[src/rtl/core/ttps_ram.sv]
// Generic single-write, single-read synchronous RAM, registered read data.
// Read data holds when no read is issued. No dependencies.
`default_nettype none

module ttps_ram #(
  parameter int WIDTH = 8,
  parameter int DEPTH = 16
) (
  input  wire logic                     clk,
  input  wire logic                     we,
  input  wire logic [$clog2(DEPTH)-1:0] waddr,
  input  wire logic [WIDTH-1:0]         wdata,
  input  wire logic                     re,
  input  wire logic [$clog2(DEPTH)-1:0] raddr,
  output logic      [WIDTH-1:0]         rdata
);

  logic [WIDTH-1:0] mem [DEPTH];

  always_ff @(posedge clk) begin
    if (we) begin
      mem[waddr] <= wdata;
    end
  end

  always_ff @(posedge clk) begin
    if (re) begin
      rdata <= mem[raddr];
    end
  end

endmodule

`default_nettype wire

[config.mk]
export PLATFORM = sky130hd
export DESIGN_NAME = ttps_ram
export DESIGN_NICKNAME = d
export VERILOG_FILES = /design/src/rtl/core/ttps_ram.sv
export SDC_FILE = /design/constraint.sdc
export NUM_CORES = 1
export LEC_CHECK = 0
export BUFFER_PORTS_ARGS = -buffer_cell sky130_fd_sc_hd__buf_2
export CELL_PAD_IN_SITES_DETAIL_PLACEMENT = 1
export CELL_PAD_IN_SITES_GLOBAL_PLACEMENT = 1
export CORE_AREA = 2 2 106 108
export CTS_CLUSTER_SIZE = 16
export DETAILED_ROUTE_END_ITERATION = 7
export DIE_AREA = 0 0 108 110
export MAX_ROUTING_LAYER = met4
export PLACE_DENSITY = 0.7
export SLEW_MARGIN = 20
export SYNTH_ARGS = -nofsm -noshare
export SYNTH_HDL_FRONTEND = slang
export SYNTH_SLANG_ARGS = --single-unit
[constraint.sdc]
create_clock -name clk -period 1.9 [get_ports clk]
set_input_delay 0.19 -clock clk [delete_from_list [all_inputs] [get_ports clk]]
set_output_delay 0.19 -clock clk [all_outputs]
set_load 0.01 [all_outputs]
==> impl_results.md <==
- Clock Tree Buf Depth: 2
- Critical path data arrival time: 1.82 ns
- Final Hold Fails: 0
- Postcts setup bufs: 0
- Status: finished, final reports clean
- Largest net degree at the start of global routing: 17
- Internal power: 0.00592 W
- Max Cap Violations: 0
- Syn Nets: 248
- Drt pass-1 iters: 4
- CP Class: register to register
- Seq/Total Area, Yosys: 0.781
- Core Area: 10700 um^2
- Cell Rows: 38
- Number of global-route vias before repair: 2568
- Synth Cell Area: 5230 um^2
- Crit. End Element: register
- Clock Latency Late Sink: 0.52 ns
- Initial core utilization: 0.489
- Final period util: 0.830
- CTS Hold Buffers Added: 0
- CP Launch Type: register
- H-tree level count: 4
- Max FO, Critical Path: 1
- Yosys reg bits: 136
- Setup TNS: 0 ns
- EDFF count, synth: 136
- FMAX: 0.634 GHz
- Final Slew Violations: 0
- Net Sw Power: 0.00143 W
- Reg clk slew, reported paths: 0.06 ns
- Total Power: 0.00735 W
- # diodes: 0
- Chip Height: 110 um
- DR DRC count: 0
- Fin crit period: 1.58 ns
- Final Setup Violations: 0
- CP required: 2.14 ns
- Worst-Margin Slew: 0.458 ns
- Die W: 108 um
- Share of layout cells above drive strength 1: 0.331
- PostCTS Resize Cnt: 0
- CP peak stage delay: 0.52 ns
- Syn Area/Cell: 22.8 um^2
- Most frequent cells in the layout: edfxtp_1 (136), buf_2 (26), buf_4 (20)
- Grt total ovfl: 0
- Synth Warn #: 0
- Slew Limit Headroom: 0.695
- Multi-input logic area: 1060 um^2
- Vias/cell: 5.64
- P_leak: 2.14 nW
- Asr flop ratio synth: 0
- Clock share of power: 0.494
- Switching power share of the total: 0.195
- Commonest non-fill, non-tap cell in the layout: edfxtp_1
- Power Density: 1170 nW/um^2
- Io pins: 27
- Num CTS Buffers: 17
- Port Buf Inserts: 26
- RSZ-0062 raised after global routing: false
- Die area: 11900 um^2
- Max VDD drop: 0.573 mV
- CTS tree: built
- Remaining antenna violation count after routing: 0
- Yosys cell types: 18
- GRT Total Usage: 0.205
- # clock sinks: 136
- Sequential cell area: 4080 um^2
- Worst hold path class: input pin to register
- Slowest CP cell: mux4_1
- Iteration-0 DRC Markers: 266
- Dpl hpwl: 6.75 mm
- Vias: 2474
- WL final: 10.7 mm
- Average wire per standard cell: 24.3 um
- First-pass GRT wire length: 16.0 mm
- P&R area growth vs syn: 20.5%
- CTS Root Cell: clkbuf_8
- Worst path cell trace: mux4_1 -> a22oi_1 -> nand2_1
- Skew final: 0.00673 ns
- Top FF cell, synth: edfxtp_1
- Reg power frac: 0.462
- Nets: 305
- Fillers: 932
- Initial antenna violation count: 0
- Comb pwr share: 0.044
- Gate Count Post-Synth: 229
- Post-Route Utilization: 0.589
- Global placement routability congestion: 0.753
-- final timing paths --
| check | from | endpoint | slack, ns | cells after the start |
|---|---|---|---|---|
| worst max-delay path | mem[10][4] | rdata[4] | 0.32 | 3 |
| worst max register to register | mem[10][4] | rdata[4] | 0.32 | 3 |
| worst min-delay path | re | rdata[2] | 0.04 | 1 |
| worst min register to register | mem[3][0] | rdata[0] | 0.77 | 3 |
-- flip-flops by register name, indices dropped and copies added, names as in the netlist --
name and count:
mem 128, rdata 8
-- per-stage QoR --
stage / std cells / setup slack (ns) / cell area [um^2] / hold WS (ns)
finish: 439 / 0.323 / 6300 / 0.0445
global route: 439 / 0.280 / 6300 / 0.0232
CTS: 439 / 0.312 / 6300 / 0.0251
detailed placement: 407 / 0.0840 / 5640 / 0.569
global placement: 407 / 0.103 / 5640 / 0.568
floorplan: 229 / 0.217 / 5230 / 0.289
-- power by group through the flow --
stage	clock network, W	logic, W	registers [W]
6_report	0.00363	0.000325	0.00340
5_1_grt	0.00381	0.000353	0.00340
2_1_floorplan	0	0.000171	0.00346
4_1_cts	0.00368	0.000332	0.00340
3_3_place_gp	0	0.000319	0.00346
3_5_place_dp	0	0.000330	0.00346
-- cell type report --
type / instances / area share
clock buffers: 17 / 0.0657
clock inverters: 15 / 0.0397
multi-input cells: 83 / 0.168
flip-flops and latches: 136 / 0.648
well taps: 140 / 0.0278
repair buffers: 48 / 0.0508
-- cells in the mapped netlist (2+ instances only) --
library cell / number / area share
nor2_1: 13 / 0.0093
nand2b_1: 2 / 0.0024
buf_2: 3 / 0.0029
nand3b_1: 2 / 0.0029
buf_6: 3 / 0.0065
nor3_1: 4 / 0.0038
edfxtp_1: 136 / 0.78
clkdlybuf4s25_2: 3 / 0.0057
mux4_2: 18 / 0.078
mux4_1: 14 / 0.070
a22oi_1: 16 / 0.023
nand2_1: 9 / 0.0065
-- layer usage --
layer	global-route usage	wire, um	vias up
met1	0.277	4800	1283
met2	0.310	5250	87
met3	0.0511	508	8
met4	0.0751	120	0
met5	-	0	-
li1	-	-	1096
-- kinds of logic (layout without fill, tap and decap cells) --
family          Yosys count  in the layout  share of synthesized area
flops                   136            136                      0.781
simple gates             35             35                     0.0314
mux                      32             32                      0.148
compound gates           16             16                     0.0230
buf+inv                  10             80                     0.0165
-- worst max-delay path, delay by kind of cell, from the launching register on --
family / cells / cell delay (ns)
compound gates: 1 / 0.27
flops: 1 / 0.37
mux: 1 / 0.52
simple gates: 1 / 0.14
No activity file was read; power rests on OpenSTA's default activity.
