File: src/rtl/core/ttps_pkg.sv
// Package for the transposition table probe/store block.
// Table geometry, action codes, entry layout and result struct; no dependencies.
`default_nettype none

package ttps_pkg;

  localparam int IDX_W   = 10;
  localparam int ENTRIES = 1 << IDX_W;

  localparam int KEY_W   = 64;
  localparam int MOVE_W  = 25;
  localparam int SCORE_W = 16;
  localparam int DEPTH_W = 6;
  localparam int BOUND_W = 2;
  localparam int CNT_W   = 32;

  localparam int MATE_EDGE = 29000;
  localparam int MAX_PLY   = 64;

  typedef enum logic [1:0] {
    ACT_STORE = 2'd0,
    ACT_PROBE = 2'd1,
    ACT_CLEAR = 2'd2
  } act_t;

  localparam logic [BOUND_W-1:0] BND_ALPHA = 2'd1;
  localparam logic [BOUND_W-1:0] BND_BETA  = 2'd2;
  localparam logic [BOUND_W-1:0] BND_EXACT = 2'd3;

  typedef struct packed {
    logic [KEY_W-1:0]          key;
    logic [MOVE_W-1:0]         move;
    logic signed [SCORE_W-1:0] score;
    logic [DEPTH_W-1:0]        depth;
    logic [BOUND_W-1:0]        bound;
  } entry_t;

  localparam int ENTRY_W = $bits(entry_t);

  typedef struct packed {
    logic                      matched;
    logic [MOVE_W-1:0]         move;
    logic                      usable;
    logic signed [SCORE_W-1:0] score;
    logic                      hit;
  } probe_res_t;

endpackage

`default_nettype wire

File: src/rtl/core/ttps_score_unit.sv
// Score logic: mate ply shift on store, match/depth/bound evaluation on probe.
// Depends on ttps_pkg for the entry layout and result struct.
`default_nettype none

module ttps_score_unit (
  input  wire ttps_pkg::entry_t                    slot,
  input  wire logic [ttps_pkg::KEY_W-1:0]          key,
  input  wire logic signed [ttps_pkg::SCORE_W-1:0] store_score,
  input  wire logic [ttps_pkg::DEPTH_W-1:0]        req_depth,
  input  wire logic [ttps_pkg::DEPTH_W-1:0]        ply_now,
  input  wire logic signed [ttps_pkg::SCORE_W-1:0] alpha_bound,
  input  wire logic signed [ttps_pkg::SCORE_W-1:0] beta_bound,
  output logic signed [ttps_pkg::SCORE_W-1:0]      stored_score,
  output ttps_pkg::probe_res_t                     res
);

  localparam int XW = ttps_pkg::SCORE_W + 1;
  localparam logic signed [XW-1:0] MATE_HI =
    XW'(ttps_pkg::MATE_EDGE - ttps_pkg::MAX_PLY);
  localparam logic signed [XW-1:0] MATE_LO =
    XW'(-ttps_pkg::MATE_EDGE - ttps_pkg::MAX_PLY);
  localparam logic signed [ttps_pkg::SCORE_W-1:0] S_MAX =
    {1'b0, {(ttps_pkg::SCORE_W-1){1'b1}}};
  localparam logic signed [ttps_pkg::SCORE_W-1:0] S_MIN =
    {1'b1, {(ttps_pkg::SCORE_W-1){1'b0}}};

  logic signed [XW-1:0] sc_x;
  logic signed [XW-1:0] ply_x;
  logic signed [XW-1:0] sh;
  logic signed [XW-1:0] fs_x;
  logic signed [ttps_pkg::SCORE_W-1:0] fs;

  assign ply_x = signed'(XW'(ply_now));
  assign sc_x  = XW'(store_score);

  always_comb begin
    sh = sc_x;
    if (sc_x > MATE_HI) begin
      sh = sc_x + ply_x;
    end else if (sc_x < MATE_LO) begin
      sh = sc_x - ply_x;
    end
    if (sh[XW-1] != sh[XW-2]) begin
      stored_score = sh[XW-1] ? S_MIN : S_MAX;
    end else begin
      stored_score = sh[ttps_pkg::SCORE_W-1:0];
    end
  end

  always_comb begin
    fs_x = XW'(slot.score);
    if (fs_x > MATE_HI) begin
      fs_x = fs_x - ply_x;
    end else if (fs_x < MATE_LO) begin
      fs_x = fs_x + ply_x;
    end
    fs = fs_x[ttps_pkg::SCORE_W-1:0];

    res = '0;
    if (slot.key == key) begin
      res.matched = 1'b1;
      res.move    = slot.move;
      if (slot.depth >= req_depth) begin
        res.hit   = 1'b1;
        res.score = fs;
        unique case (slot.bound)
          ttps_pkg::BND_ALPHA: begin
            if (fs <= alpha_bound) begin
              res.score  = alpha_bound;
              res.usable = 1'b1;
            end
          end
          ttps_pkg::BND_BETA: begin
            if (fs >= beta_bound) begin
              res.score  = beta_bound;
              res.usable = 1'b1;
            end
          end
          ttps_pkg::BND_EXACT: res.usable = 1'b1;
          default: ;
        endcase
      end
    end
  end

endmodule

`default_nettype wire

File: config.mk
export PLATFORM = sky130hd
export DESIGN_NAME = ttps_score_unit
export DESIGN_NICKNAME = d
export VERILOG_FILES = /design/src/rtl/core/ttps_pkg.sv /design/src/rtl/core/ttps_score_unit.sv
export SDC_FILE = /design/constraint.sdc
export NUM_CORES = 1
export LEC_CHECK = 0
export ABC_AREA = 1
export ABC_CLOCK_PERIOD_IN_PS = 4210
export BUFFER_PORTS_ARGS = -buffer_cell sky130_fd_sc_hd__clkbuf_2
export CAP_MARGIN = 20
export CELL_PAD_IN_SITES_DETAIL_PLACEMENT = 2
export CELL_PAD_IN_SITES_GLOBAL_PLACEMENT = 2
export CORE_ASPECT_RATIO = 0.7
export CORE_MARGIN = 2
export CORE_UTILIZATION = 21
export DETAILED_ROUTE_END_ITERATION = 10
export GPL_ROUTABILITY_DRIVEN = 0
export PLACE_DENSITY = 0.9
export SLEW_MARGIN = 20
export SYNTH_ARGS = -nofsm -noshare
export SYNTH_HDL_FRONTEND = slang
export SYNTH_SLANG_ARGS = --single-unit
File: constraint.sdc
create_clock -name vclk -period 4.21
set_clock_uncertainty 0.05 [all_clocks]
set_input_delay 0.2105 -clock vclk [all_inputs]
set_output_delay 0.2105 -clock vclk [all_outputs]
set_load 0.05 [all_outputs]
==> metrics.md <==
| Metric | Value |
|---|---|
| Outcome | finished with violations |
| Failing checks | negative setup slack |
| DIE AREA | 24600 µm² |
| Synth cell count leaders | nand2_1, inv_1, nor2_1 |
| WHS | 0.692 ns |
| Final Max Slew Viols | 0 |
| Global route overflow | 0 |
| Most frequent CP cell | nand2_1 |
| Top Ports | 297 |
| Fmax | 0.231 GHz |
| Layout cell share with drive strength beyond 1 | 0.384 |
| Clock buf count | 0 |
| Cell accounting for the most synthesized area | ha_1 |
| Largest net degree at the start of global routing | 27 |
| Antenna cells | 0 |
| Fin Setup TNS | -0.936 ns |
| Routed wire length | 31.3 mm |
| RSZ-0062 raised after global routing | yes |
| First-pass DRT Iterations | 5 |
| Global-route wire length before repair | 42.7 mm |
| Antenna-violating nets left | 0 |
| Arr. time, crit path | 4.07 ns |
| WP data required | 3.95 ns |
| Synth Cell Area | 4890 µm² |
| DR WL/cell | 21.4 µm |
| Vias in the first global route | 7560 |
| Crit path capture type | output port |
| Cells after synthesis | 844 |
| Sequential cells | 0 |
| # setup viols final | 17 |
| Area growth syn-to-layout | 50.5% |
| Critical Path Slowest Stage Cell | fa_2 |
| Post-DR vias/cell | 4.96 |
| Worst Hold Class | in2out |
| Fin crit period | 4.34 ns |
| Yosys warning count | 0 |
| Die Span Y | 132 µm |
| Netlist cell types | 47 |
| Final critical-path share of the clock period | 1.03 |
| PnR worst setup slack | -0.125 ns |
| Slew HR | 0.523 |
| Row cnt | 46 |
| Post-CTS Hold Fix Bufs | 0 |
| CP Max Fanout | 6 |
| Global Route Usage Sum | 0.216 |
| Syn nets | 1151 |
| Drt drc | 0 |
| Most frequent cell after synthesis | nand2_1 |
| Critical Path Source Type | primary input |
| Post-layout nets | 1459 |
| Core area | 22700 µm² |
| PwrDens | 118 nW/µm² |
| Maxcap violations | 0 |
| Top Family by Delay on Critical Path | simple AND/OR/NAND/NOR gates |
| Hold Vio Cnt, Final | 0 |
| Static leakage | 4.18 nW |
| Max incr delay on CP | 0.38 ns |
| Port buffer count | 297 |
| Register area share after synthesis | 0 |
| Via Count | 7250 |
| Crit path buffers/inverters | 6 |
| Worst VDD drop | 0.0652 mV |
| Worst setup path category | in2out |
| Reg area | 0 µm² |
| Area share of the largest cell type after synthesis | 0.169 |
| Die Width | 186 µm |
| Iteration-0 DRC Markers | 387 |
| Final HPWL from detailed placement | 25.1 mm |
| Avg Inst Size Synth | 5.80 µm² |
| Initial Util | 0.215 |
| Worst-Margin Slew | 0.716 ns |
| Synth top area cells | ha_1, nand2_1, inv_1, nand3_1, nor2_1 |
| Initial antenna violation count | 0 |
[metal layers]
metal	vias up	GRT usage	routed length, µm	share of wire
met5	-	0	0	0
met1	3580	0.283	13500	0.43
met2	278	0.386	15200	0.49
met4	0	0.0373	954	0.030
met3	69	0.0232	1670	0.053
li1	3323	-	-	-
[per-stage QoR]
step / utilization / total power [W] / setup slack (ns) / cells / instance area, µm²
2_1_floorplan: - / 0.000429 / 0.380 / 844 / 4890
3_3_place_gp: 0.303 / 0.000697 / 0.127 / 1443 / 6900
3_5_place_dp: 0.303 / 0.000753 / -0.0626 / 1443 / 6900
4_1_cts: 0.304 / 0.000759 / 0.00437 / 1443 / 6910
5_1_grt: 0.324 / 0.000939 / -0.289 / 1462 / 7360
6_report: 0.324 / 0.000866 / -0.125 / 1462 / 7360
[timing repair]
action / in CTS / in global routing
setup buffers: 0 / 15
endpoints found under the setup margin: 10 / 17
gates resized for setup: 3 / 91
pin swaps: 0 / 44
gates cloned: 0 / 4
[cell type report]
class / count / area, µm²
fill: 2831 / 15400
inverter: 136 / 528
multi-input combinational: 685 / 4470
tap: 312 / 390
timing repair buffer: 329 / 1980
[kinds of logic (layout without fill, tap and decap cells)]
family,count (synthesis),after routing,share of synthesized area
buffers and inverters,162,465,0.142
AO/OA/AOI/OAI,99,99,0.129
adder cells (fa/ha/maj),70,70,0.185
XOR/XNOR,69,69,0.124
AND/OR/NAND/NOR,444,447,0.420
[path summary, 6_finish.rpt]
check	cells past startpoint	slack (ns)	startpoint	to
max	28	-0.13	slot[8]	res[15]
min	2	0.69	store_score[15]	stored_score[15]
[power by group]
| part | leakage [nW] | internal, W | switching, W |
|---|---|---|---|
| clock | 0 | 0 | 0 |
| sequential | 0 | 0 | 0 |
| combinational | 4.18 | 0.000325 | 0.000541 |
[cells in the final DEF, fill, tap and decap left out, types with 4 or more instances in the layout]
master	n
a21oi_1	32
a21oi_2	20
buf_12	13
buf_4	32
buf_6	4
clkbuf_2	277
ha_1	61
ha_4	5
inv_1	124
inv_2	6
inv_4	4
nand2_1	197
nand2_2	26
nand3_1	62
nand3_2	11
nand3_4	7
nand4_1	22
nor2_1	84
nor2_2	4
nor3_1	5
nor3_2	5
o211ai_1	5
o21ai_0	11
o21ai_1	8
o21ai_2	6
or2_0	7
xnor2_1	34
xor2_1	35
(Power assumes the default switching activity.)
